===== src/svge_pkg.sv =====
// ----------------------------------------------------------------------------
// svge_pkg
// Shared types and constants of the state vector gate engine.
// ----------------------------------------------------------------------------
`timescale 1ns / 1ps
`default_nettype none

package svge_pkg;

  localparam int QSEL_W = 4;
  localparam int QCNT_W = 5;
  localparam int OP_W   = 2;
  localparam int IDX_W  = 10;
  localparam int PROB_W = 31;

  localparam int COEF_W    = 31;
  localparam int COEF_FRAC = 30;
  localparam logic [COEF_W-1:0] INV_SQRT2_Q30 = 31'd759250125;
  localparam logic [COEF_W-1:0] UNIT_Q30      = 31'd1073741824;

  localparam logic [QSEL_W-1:0] QUBITS_RESET = 4'd10;

  localparam logic STATUS_OK  = 1'b0;
  localparam logic STATUS_BAD = 1'b1;

  typedef enum logic [OP_W-1:0] {
    OP_HADAMARD = 2'd0,
    OP_CNOT     = 2'd1,
    OP_PROB     = 2'd2,
    OP_GROUND   = 2'd3
  } svge_op_e;

  typedef enum logic [2:0] {
    ST_CLEAR = 3'd0,
    ST_IDLE  = 3'd1,
    ST_GATE  = 3'd2,
    ST_DRAIN = 3'd3,
    ST_PROB  = 3'd4,
    ST_DONE  = 3'd5
  } svge_state_e;

  typedef struct packed {
    logic vld;
    logic is_had;
    logic swap;
  } svge_pair_t;

endpackage

`default_nettype wire


===== src/svge_prob.sv =====
// ----------------------------------------------------------------------------
// svge_prob
// Probability unit: squared magnitude of one amplitude, scaled to Q1.30.
// ----------------------------------------------------------------------------
`timescale 1ns / 1ps
`default_nettype none

module svge_prob #(
  parameter int AMP_BITS = 18
) (
  input  logic                        clk_i,
  input  logic                        rst_ni,
  input  logic                        start_i,
  input  logic [2*AMP_BITS-1:0]       rd_i,
  output logic                        done_o,
  output logic [svge_pkg::PROB_W-1:0] prob_o
);

  import svge_pkg::*;

  localparam int SQ_W   = 2 * AMP_BITS - 1;
  localparam int SUM_W  = 2 * AMP_BITS;
  localparam int PSHIFT = 2 * AMP_BITS - 2 * COEF_FRAC + 26;
  localparam int LSH    = (PSHIFT < 0) ? -PSHIFT : 0;
  localparam int SC_W   = SUM_W + LSH;

  logic vld1_q, vld2_q, vld3_q;
  logic signed [AMP_BITS-1:0] re_v, im_v;
  logic signed [SUM_W-1:0] re_prod, im_prod;
  logic [SQ_W-1:0] re_sq_q, im_sq_q;
  logic [SUM_W-1:0] sum;
  logic [SC_W-1:0] scaled;
  logic [PROB_W-1:0] prob_d, prob_q;

  assign re_v    = rd_i[2*AMP_BITS-1:AMP_BITS];
  assign im_v    = rd_i[AMP_BITS-1:0];
  assign re_prod = re_v * re_v;
  assign im_prod = im_v * im_v;
  assign sum     = SUM_W'(re_sq_q) + SUM_W'(im_sq_q);

  generate
    if (PSHIFT > 0) begin : g_rshift
      localparam logic [SC_W-1:0] RND = SC_W'(1) << (PSHIFT - 1);
      assign scaled = (SC_W'(sum) + RND) >> PSHIFT;
    end else if (PSHIFT < 0) begin : g_lshift
      assign scaled = SC_W'(sum) << LSH;
    end else begin : g_keep
      assign scaled = SC_W'(sum);
    end
  endgenerate

  assign prob_d = (|scaled[SC_W-1:PROB_W]) ? '1 : scaled[PROB_W-1:0];

  always_ff @(posedge clk_i or negedge rst_ni) begin
    if (!rst_ni) begin
      vld1_q <= 1'b0;
      vld2_q <= 1'b0;
      vld3_q <= 1'b0;
    end else begin
      vld1_q <= start_i;
      vld2_q <= vld1_q;
      vld3_q <= vld2_q;
    end
  end

  always_ff @(posedge clk_i) begin
    re_sq_q <= re_prod[SQ_W-1:0];
    im_sq_q <= im_prod[SQ_W-1:0];
    prob_q  <= prob_d;
  end

  assign done_o = vld3_q;
  assign prob_o = prob_q;

endmodule

`default_nettype wire


===== config.mk =====
export PLATFORM = sky130hd
export DESIGN_NAME = svge_prob
export DESIGN_NICKNAME = d
export VERILOG_FILES = /design/src/svge_pkg.sv /design/src/svge_prob.sv
export SDC_FILE = /design/constraint.sdc
export NUM_CORES = 2
export LEC_CHECK = 0
export BUFFER_PORTS_ARGS = -buffer_cell sky130_fd_sc_hd__clkbuf_2
export CORE_ASPECT_RATIO = 0.9
export CORE_MARGIN = 5
export CORE_UTILIZATION = 62
export DETAILED_ROUTE_END_ITERATION = 8
export GPL_TIMING_DRIVEN = 0
export PLACE_DENSITY = 0.89
export SETUP_SLACK_MARGIN = 0.02
export SLEW_MARGIN = 25
export SYNTH_ARGS = -nofsm -noshare
export SYNTH_HDL_FRONTEND = slang
export SYNTH_SLANG_ARGS = --single-unit

===== constraint.sdc =====
create_clock -name clk_i -period 8.7 [get_ports clk_i]
set_clock_uncertainty 0.15 [all_clocks]
set_input_delay 1.305 -clock clk_i [delete_from_list [all_inputs] [get_ports clk_i]]
set_output_delay 1.305 -clock clk_i [all_outputs]
set_load 0.005 [all_outputs]

==> key figures <==
STA
  • Max Slew Vio Count: 0
  • Fin worst setup slack: 0.243 ns
  • Slew HR: 0.470
  • Unrepaired setup endpoints after global routing: no
  • Min Tclk post-route: 8.46 ns
  • Final period utilization: 0.972
  • Setup_tns: 0 ns
  • Fmax: 118 MHz
  • Hold_ws: 0.211 ns
  • Final hold violation count: 0
  • Final setup fails: 0
  • Worst-Margin Slew: 0.796 ns

Synth
  • EDFF count, synth: 0
  • Synth Net Count: 3716
  • Post-synthesis sequential area ratio: 0.0789
  • Synth warnings: 0
  • Syn Std Cell Area: 0.0261 mm^2
  • Gate Count Post-Synth: 2827
  • Synth Area per Inst: 9.23 um^2
  • Main flop type after synthesis: dfxtp_1
  • Ys async rst share: 0.0294
  • Synth cell types: 80
  • Yosys reg bits: 102

Route
  • Vias: 19100
  • Initial DRC count: 1284
  • TritonRoute pass-1 iters: 5
  • Post-DRT Antenna Nets: 0
  • Drt wl/cell: 17.4 um
  • Vias/cell: 5.54
  • DRC viols: 0
  • Total Wirelength: 60.0 mm

Setup path
  • Worst setup SP type: input pin
  • Worst EP arrival: 8.57 ns
  • FF-to-FF path depth: 13
  • Crit path to: re_sq_q[34]
  • CP Capture Type: register
  • Critical Path RT: 8.81 ns
  • Worst R2R Start: re_sq_q[2]
  • Flop-to-flop setup slack: 4.83 ns
  • Worst setup startpoint: rd_i[26]
  • Crit Path Category: in -> reg
  • Max FO, Critical Path: 10
  • Worst R2R End: prob_o[26]

GRT
  • Pin count of the biggest net entering global routing: 21
  • First-pass GRT wire length: 101 mm
  • Vias in the first global route: 21400
  • Total gr overflow: 0
  • Total GRT Usage: 0.270
  • Antenna violations before repair: 0

Clocking
  • H-tree depth: 3
  • Skew-Pair Late Insertion Delay: 0.35 ns
  • Hold buffers post-CTS: 0
  • Root buf cell: clkbuf_16
  • Clock sinks: 102
  • Clock transition at path regs: 0.07 ns
  • Clock Tree Buf Depth: 2
  • Setup Fix Bufs, Post-CTS: 0
  • Post-CTS resize count: 0
  • Inserted Clock Buffers: 9
  • TritonCTS clock tree: yes

Finish
  • Filler cells: 3064
  • Most common cell after layout, fill and taps aside: inv_1
  • Final nets: 3789
  • Final Non-Filler Cells: 3452
  • Commonest cells after routing, fill and taps aside: inv_1, fa_1, ha_1
  • Share of layout cells above drive strength 1: 0.0420
  • Area grow syn2layout: 5.07%
  • N_diodes: 0

Die
  • Core ar.: 0.0417 mm^2
  • FP Rows: 71
  • Die width: 226 um
  • DIE HEIGHT: 205 um
  • Initial core utilization: 0.626
  • IO Pins: 71
  • Die area: 0.0463 mm^2

Place
  • GP Congestion: 0.970
  • Post-Place Setup Slack: -0.0634 ns
  • Port-buffer cells: 63
  • Placed Cells: 3437
  • Dpl hpwl: 52.1 mm

Run status
  • Outcome: finished clean

Flow run
  • Max cap viols: 0

Min path
  • Hold crit path type: reg -> reg
## state kept, by name, indices dropped and copies added (netlist names)
| register | count |
|---|---|
| done_o | 1 |
| re_sq_q | 34 |
| vld1_q | 1 |
| vld2_q | 1 |
| im_sq_q | 34 |
| prob_o | 31 |
## cells in the mapped netlist (3+ instances only)
cell type | instances | share of area
inv_1 | 847 | 0.12
fa_1 | 577 | 0.44
ha_1 | 273 | 0.13
nand2_1 | 251 | 0.036
dfxtp_1 | 99 | 0.076
nor2_1 | 96 | 0.014
xnor2_1 | 77 | 0.026
and2_1 | 75 | 0.018
a21oi_1 | 71 | 0.014
clkbuf_1 | 65 | 0.0094
nand3_1 | 44 | 0.0084
a21o_1 | 40 | 0.012
xor2_1 | 37 | 0.012
o21ai_0 | 26 | 0.0050
nor3_1 | 20 | 0.0038
nand2b_1 | 16 | 0.0038
o21a_1 | 16 | 0.0046
a31oi_1 | 14 | 0.0034
nor2b_1 | 14 | 0.0034
o21ai_1 | 12 | 0.0023
o211ai_1 | 11 | 0.0032
and3_1 | 10 | 0.0024
a211oi_1 | 9 | 0.0026
o21bai_1 | 9 | 0.0026
buf_2 | 8 | 0.0015
or3_1 | 7 | 0.0017
or2_2 | 6 | 0.0014
a211o_1 | 5 | 0.0017
nand4_1 | 5 | 0.0012
a21oi_2 | 4 | 0.0013
a221oi_1 | 4 | 0.0013
a31o_2 | 4 | 0.0013
a41o_1 | 4 | 0.0015
mux2i_1 | 4 | 0.0015
a221o_1 | 3 | 0.0012
dfrtp_1 | 3 | 0.0029
nor4_1 | 3 | 0.00072
## worst min path at each step
| stage | slack, ns | startpoint | endpoint | cells after the start |
|---|---|---|---|---|
| 2_1_floorplan | 0.18 | vld2_q | done_o | 0 |
| 3_3_place_gp | 0.19 | vld2_q | done_o | 0 |
| 3_5_place_dp | 0.19 | vld1_q | vld2_q | 0 |
| 4_1_cts | 0.22 | vld1_q | vld2_q | 0 |
| 5_1_grt | 0.23 | vld1_q | vld2_q | 0 |
| 6_report | 0.21 | vld1_q | vld2_q | 0 |
## kinds of logic after synthesis
logic type,synth area share
flip-flops,0.0789
multiplexers,0.00240
AND/OR/NAND/NOR,0.0996
AO/OA/AOI/OAI,0.0725
other,0.000288
adder cells (fa/ha/maj),0.574
XOR/XNOR,0.0389
buffers and inverters,0.134
## worst max-delay path, stage by stage
cell and delay [ns]:
clkbuf_2 0.10, clkbuf_1 0.55, clkbuf_1 0.62, nand2_1 0.17
fa_1 0.61, inv_1 0.07, fa_1 0.51, fa_1 0.57
fa_1 0.42, fa_1 0.49, inv_1 0.05, fa_1 0.49
inv_1 0.04, ha_1 0.29, buf_6 0.14, a211oi_1 0.22
o21ai_1 0.12, a221o_1 0.35, a2111oi_0 0.46, or3_1 0.29
o22ai_2 0.18, a21oi_2 0.20, a31o_1 0.18, xnor2_1 0.15
## routing by layer
metal  vias up  track usage  wire length [um]
met5         -            0                 0
met4         0       0.0969              2480
met3       201       0.0585              5000
met2       788        0.460             29800
met1      9606        0.342             22800
li1       8531            -                 -
## area by class of cell
class,count,area (um^2),area share
timing repair buffer,63,315,0.0115
clock buffer,9,225,0.00822
tap,547,684,0.0250
clock inverter,7,97.6,0.00356
buffer,75,302,0.0110
multi-input combinational,1802,20500,0.750
inverter,847,3180,0.116
sequential,102,2060,0.0751
## through the flow
step	area [um^2]	utilization
floorplan	26100	-
global placement	27100	0.650
detailed placement	27100	0.650
CTS	27400	0.658
global route	27400	0.658
finish	27400	0.658
Power is not shown: default switching activity piles up to over one toggle a cycle in this logic, so the estimate is an artifact.
