### src/svge_pkg.sv
// ----------------------------------------------------------------------------
// svge_pkg
// Shared types and constants of the state vector gate engine.
// ----------------------------------------------------------------------------
`timescale 1ns / 1ps
`default_nettype none

package svge_pkg;

  localparam int QSEL_W = 4;
  localparam int QCNT_W = 5;
  localparam int OP_W   = 2;
  localparam int IDX_W  = 10;
  localparam int PROB_W = 31;

  localparam int COEF_W    = 31;
  localparam int COEF_FRAC = 30;
  localparam logic [COEF_W-1:0] INV_SQRT2_Q30 = 31'd759250125;
  localparam logic [COEF_W-1:0] UNIT_Q30      = 31'd1073741824;

  localparam logic [QSEL_W-1:0] QUBITS_RESET = 4'd10;

  localparam logic STATUS_OK  = 1'b0;
  localparam logic STATUS_BAD = 1'b1;

  typedef enum logic [OP_W-1:0] {
    OP_HADAMARD = 2'd0,
    OP_CNOT     = 2'd1,
    OP_PROB     = 2'd2,
    OP_GROUND   = 2'd3
  } svge_op_e;

  typedef enum logic [2:0] {
    ST_CLEAR = 3'd0,
    ST_IDLE  = 3'd1,
    ST_GATE  = 3'd2,
    ST_DRAIN = 3'd3,
    ST_PROB  = 3'd4,
    ST_DONE  = 3'd5
  } svge_state_e;

  typedef struct packed {
    logic vld;
    logic is_had;
    logic swap;
  } svge_pair_t;

endpackage

`default_nettype wire

### src/svge_butterfly.sv
// ----------------------------------------------------------------------------
// svge_butterfly
// Pipelined pair unit: Hadamard butterfly or CNOT swap on one amplitude pair,
// writing both results back through one write port, low address first.
// ----------------------------------------------------------------------------
`timescale 1ns / 1ps
`default_nettype none

module svge_butterfly #(
  parameter int AMP_BITS = 18,
  parameter int ADDR_W   = 10
) (
  input  logic                    clk_i,
  input  logic                    rst_ni,
  input  svge_pkg::svge_pair_t    pair_i,
  input  logic [ADDR_W-1:0]       addr_lo_i,
  input  logic [ADDR_W-1:0]       addr_hi_i,
  input  logic [2*AMP_BITS-1:0]   rd_lo_i,
  input  logic [2*AMP_BITS-1:0]   rd_hi_i,
  output logic                    wr_en_o,
  output logic [ADDR_W-1:0]       wr_addr_o,
  output logic [2*AMP_BITS-1:0]   wr_data_o,
  output logic                    busy_o
);

  import svge_pkg::*;

  localparam int DW  = 2 * AMP_BITS;
  localparam int X_W = AMP_BITS + 1;
  localparam int P_W = X_W + COEF_W + 1;
  localparam int R_W = P_W - COEF_FRAC;
  localparam logic signed [P_W-1:0] RND = P_W'(1) << (COEF_FRAC - 1);
  localparam logic [AMP_BITS-1:0] AMP_MAX = {1'b0, {(AMP_BITS-1){1'b1}}};
  localparam logic [AMP_BITS-1:0] AMP_MIN = {1'b1, {(AMP_BITS-1){1'b0}}};

  function automatic logic [AMP_BITS-1:0] round_sat(input logic signed [P_W-1:0] p);
    logic signed [P_W-1:0] s;
    logic [R_W-1:0] r;
    logic [R_W-AMP_BITS:0] top;
    logic [AMP_BITS-1:0] res;
    s = p + RND;
    r = s[P_W-1:COEF_FRAC];
    top = r[R_W-1:AMP_BITS-1];
    if ((&top) || !(|top)) begin
      res = r[AMP_BITS-1:0];
    end else if (r[R_W-1]) begin
      res = AMP_MIN;
    end else begin
      res = AMP_MAX;
    end
    return res;
  endfunction

  svge_pair_t pair1_q, pair2_q, pair3_q;
  logic vld4_q, vld5_q;
  logic [ADDR_W-1:0] lo1_q, hi1_q, lo2_q, hi2_q, lo3_q, hi3_q, lo4_q, hi4_q;

  logic signed [X_W-1:0] are, aim, bre, bim;
  logic signed [X_W-1:0] x0re_d, x0im_d, x1re_d, x1im_d;
  logic signed [X_W-1:0] x0re_q, x0im_q, x1re_q, x1im_q;
  logic signed [COEF_W:0] coef_s;
  logic signed [P_W-1:0] p0re_d, p0im_d, p1re_d, p1im_d;
  logic signed [P_W-1:0] p0re_q, p0im_q, p1re_q, p1im_q;
  logic [DW-1:0] w0_q, w1_q;

  assign are = {rd_lo_i[DW-1], rd_lo_i[DW-1:AMP_BITS]};
  assign aim = {rd_lo_i[AMP_BITS-1], rd_lo_i[AMP_BITS-1:0]};
  assign bre = {rd_hi_i[DW-1], rd_hi_i[DW-1:AMP_BITS]};
  assign bim = {rd_hi_i[AMP_BITS-1], rd_hi_i[AMP_BITS-1:0]};

  always_comb begin
    if (pair1_q.is_had) begin
      x0re_d = are + bre;
      x0im_d = aim + bim;
      x1re_d = are - bre;
      x1im_d = aim - bim;
    end else if (pair1_q.swap) begin
      x0re_d = bre;
      x0im_d = bim;
      x1re_d = are;
      x1im_d = aim;
    end else begin
      x0re_d = are;
      x0im_d = aim;
      x1re_d = bre;
      x1im_d = bim;
    end
  end

  // A swap goes through the multiplier at unit gain, so rounding leaves it exact.
  assign coef_s = {1'b0, (pair2_q.is_had ? INV_SQRT2_Q30 : UNIT_Q30)};
  assign p0re_d = x0re_q * coef_s;
  assign p0im_d = x0im_q * coef_s;
  assign p1re_d = x1re_q * coef_s;
  assign p1im_d = x1im_q * coef_s;

  always_ff @(posedge clk_i or negedge rst_ni) begin
    if (!rst_ni) begin
      pair1_q <= '0;
      pair2_q <= '0;
      pair3_q <= '0;
      vld4_q  <= 1'b0;
      vld5_q  <= 1'b0;
    end else begin
      pair1_q <= pair_i;
      pair2_q <= pair1_q;
      pair3_q <= pair2_q;
      vld4_q  <= pair3_q.vld;
      vld5_q  <= vld4_q;
    end
  end

  always_ff @(posedge clk_i) begin
    lo1_q  <= addr_lo_i;
    hi1_q  <= addr_hi_i;
    lo2_q  <= lo1_q;
    hi2_q  <= hi1_q;
    lo3_q  <= lo2_q;
    hi3_q  <= hi2_q;
    lo4_q  <= lo3_q;
    hi4_q  <= hi3_q;
    x0re_q <= x0re_d;
    x0im_q <= x0im_d;
    x1re_q <= x1re_d;
    x1im_q <= x1im_d;
    p0re_q <= p0re_d;
    p0im_q <= p0im_d;
    p1re_q <= p1re_d;
    p1im_q <= p1im_d;
    w0_q   <= {round_sat(p0re_q), round_sat(p0im_q)};
    w1_q   <= {round_sat(p1re_q), round_sat(p1im_q)};
  end

  assign wr_en_o   = vld4_q | vld5_q;
  assign wr_addr_o = vld4_q ? lo4_q : hi4_q;
  assign wr_data_o = vld4_q ? w0_q : w1_q;
  assign busy_o    = pair1_q.vld | pair2_q.vld | pair3_q.vld | vld4_q | vld5_q;

endmodule

`default_nettype wire

### config.mk
export PLATFORM = sky130hd
export DESIGN_NAME = svge_butterfly
export DESIGN_NICKNAME = d
export VERILOG_FILES = /design/src/svge_pkg.sv /design/src/svge_butterfly.sv
export SDC_FILE = /design/constraint.sdc
export NUM_CORES = 2
export LEC_CHECK = 0
export BUFFER_PORTS_ARGS = -buffer_cell sky130_fd_sc_hd__buf_4
export CAP_MARGIN = 20
export CORE_ASPECT_RATIO = 0.9
export CORE_MARGIN = 4
export CORE_UTILIZATION = 55
export CTS_CLUSTER_SIZE = 16
export DETAILED_ROUTE_END_ITERATION = 10
export GPL_TIMING_DRIVEN = 0
export PLACE_DENSITY = 0.81
export SYNTH_ARGS = -nofsm -noshare
export SYNTH_HDL_FRONTEND = slang
export SYNTH_SLANG_ARGS = --single-unit
### constraint.sdc
create_clock -name clk_i -period 18.69 [get_ports clk_i]
set_clock_uncertainty 0.15 [all_clocks]
set_input_delay 1.869 -clock clk_i [delete_from_list [all_inputs] [get_ports clk_i]]
set_output_delay 1.869 -clock clk_i [all_outputs]
set_load 0.1 [all_outputs]
==> flow_summary.yaml <==
synthesis:
  ys_ff_latch: 324
  yosysWarnings: 0
  synth_ff_type: "dfxtp_1"
  synth-compound-area-share_pct: 7.85
  synth_largest_area_cell: "fa_1"
  seq_area_frac_synth_pct: 12.1
  synth-simple-area-share_pct: 7.04
  synth.area.mux_share_pct: 1.80
  synth.area.top_cells: "fa_1 (30%), ha_1 (27%), dfxtp_1 (12%), inv_1 (10%), xnor2_1 (2.2%)"
  syn_avg_cell_area_sq_um: 9.72
  mappedNetlistArea_sq_um: 53900
  yosysTopAreaCellShare_pct: 30.0
  async_flop_share_pct: 2.47
  synth_top_family_by_area: "adder cells"
  synthAdderAreaFrac_pct: 56.9
  ys_types: 98
  synth_xor_area_share_pct: 3.61
  syn_inst: 5544
  synth-edff-count: 0
setup_path:
  crit_path_frequent_cell: "fa_1"
  endpoint_kind: "register"
  cp_max_fo: 10
  cp_data_required_time_ns: 19.00
  cp_slowest_cell: "clkbuf_1"
  critical_path_class: "register to register"
  worstSetupStartpointType: "register"
  arrival_ns: 10.60
  cp.buffers_inverters: 9
  cpPeakStageDelay_ns: 0.86
  crit_family: "buffers and inverters"
drt:
  via_count: 38900
  drtIter0Drc: 3154
  met1_length_microns: 62100
  met2RoutedLength_microns: 62200
  top_layer: "met4"
  wirelength_microns: 144000
  wl_per_cell_microns: 20.4
  via_per_inst: 5.52
  antenna_left: 0
  wl_met3_microns: 15100
  dr.pass1.iters: 6
  drc: 0
timing:
  setup_viol: 0
  maxSlewViolCount: 0
  min_period_ns: 10.29
  rsz0062_at_grt: "no"
  timing.fmax_ghz: 0.0972
  tightest_slew_ns: 1.22
  tns_ns: 0
  final.period_utilization_pct: 55.1
  relSlewSlack_pct: 18.9
  finalHoldViolations: 0
clocking:
  clkTransAtPathRegs_ns: 0.07
  clk_latency_ns: 0.60
  cts_sinks: 324
  cts_made_buffers: 37
  cts_root_buf: "clkbuf_16"
  cts_tree: "built"
  clockBufferDepth: 3
  cts_htree_levels: 2
  hold_buffers: 0
  post-cts-setup-buffers: 0
  cts_resized: 0
cells_and_area:
  fillers: 7939
  layout_common_cells: "inv_1 (1438), ha_1 (1160), fa_1 (807)"
  final_common_cell: "inv_1"
  regArea_sq_um: 6530
  post-route-util_pct: 59.9
  final_cell_area_sq_um: 58000
  layout-area-overhead-vs-synth_pct: 7.64
  multi_input_area_sq_um: 41700
  finalNetCount: 7825
  layout-drive-gt1-share_pct: 5.46
grt:
  antenna_found_initial: 11
  grt_overflow_total: 0
  grt_first_pass_wirelength_microns: 227000
  grt_max_degree: 16
  grt_use_total_pct: 28.5
  grt_pass1_vias: 41200
place:
  place.gp.congestion: 0.994
  hpwl_microns: 124000
  portBuffers: 144
  placed_area_sq_um: 56700
run:
  maxCapViolations: 0
outcome:
  outcome: "completed"
floorplanning:
  start_util_pct: 55.6
  io_pins: 145
  row_count: 108
  core_sq_um: 96900
  die-height_microns: 305
  die_area_sq_um: 103000
  die_w_microns: 338
hold_path:
  hold_path_class: "register to register"
## per-layer routing
| metal | up-vias | track usage (%) |
|---|---|---|
| met4 | 0 | 8.02 |
| met1 | 19000 | 39.9 |
| met5 | - | 0 |
| met3 | 305 | 7.74 |
| met2 | 1635 | 43.6 |
| li1 | 18000 | - |
## worst register-to-register path: cells and delay by family, from the launching register on
kind            cells  cell delay (ns)
xor+xnor            1             0.15
compound gates      8             2.00
buf+inv             9             3.46
flops               1             0.41
fa+ha+maj           8             3.38
simple gates        2             0.61
## synth_stat cells, drive strengths merged (4+ instances only)
| cell | count |
|---|---|
| a2111oi | 4 |
| a211oi | 48 |
| a21o | 79 |
| a21oi | 172 |
| a221oi | 5 |
| a31oi | 13 |
| a41oi | 4 |
| and2 | 33 |
| and3 | 27 |
| and4 | 11 |
| buf | 8 |
| clkbuf | 85 |
| dfrtp | 8 |
| dfxtp | 316 |
| fa | 807 |
| ha | 1160 |
| inv | 1438 |
| mux2 | 48 |
| mux2i | 43 |
| nand2 | 203 |
| nand2b | 21 |
| nand3 | 69 |
| nand3b | 5 |
| nand4 | 46 |
| nor2 | 155 |
| nor2b | 91 |
| nor3 | 32 |
| nor3b | 5 |
| nor4 | 5 |
| o211ai | 10 |
| o21a | 18 |
| o21ai | 215 |
| o21bai | 19 |
| o221ai | 8 |
| o22ai | 4 |
| o311ai | 5 |
| o31ai | 11 |
| o32ai | 4 |
| o41ai | 6 |
| or2 | 15 |
| or3 | 18 |
| or4 | 4 |
| xnor2 | 137 |
| xor2 | 85 |
## sequential cells by signal, summed over array words and instances (netlist names), 19 cells and up
name and count:
x0im_q 19, w1_q 36, p1re_q 22, x1im_q 19
x1re_q 19, p1im_q 22, x0re_q 19, p0im_q 22
p0re_q 22, w0_q 36
## final timing paths
check	start	endpoint	slack, ns	cells after the start
worst min register to register	lo2_q[1]$_DFF_P_	lo3_q[1]$_DFF_P_	0.17	0
worst min-delay path	lo2_q[1]$_DFF_P_	lo3_q[1]$_DFF_P_	0.17	0
max in group asynchronous	rst_ni	vld5_q$_DFF_PN0_	17.34	1
worst max register to register	pair2_q[1]$_DFF_PN0_	p0re_q[39]$_DFF_P_	8.40	28
min in group asynchronous	rst_ni	pair1_q[0]$_DFF_PN0_	0.93	1
worst max-delay path	pair2_q[1]$_DFF_PN0_	p0re_q[39]$_DFF_P_	8.40	28
## metrics by stage
stage                     std cells  hold WS (ns)  worst slack, ns
after global placement         6986         0.159             8.57
after global routing           7053         0.174             8.03
after detailed placement       6987         0.162             8.58
final                          7055         0.172             8.40
after CTS                      7053         0.171             8.51
after floorplan                5577         0.160            11.29
## area by class of cell
type                    count  area share, %
flip-flops and latches    324           11.2
inverters                1439           9.31
clock inverters            18          0.431
repair buffers            145           1.89
diodes                      2        0.00863
plain buffers              93          0.615
multi-input cells        3721           71.9
well taps                1265           2.73
clock buffers              48           1.82
## cells by family after synthesis
group	count (synthesis)
adder cells (fa/ha/maj)	1967
buffers and inverters	1532
AND/OR/NAND/NOR	752
AO/OA/AOI/OAI	654
flip-flops	324
XOR/XNOR	222
multiplexers	91
other	2
Power is not shown: default switching activity piles up to over one toggle a cycle in this logic, so the estimate is an artifact.
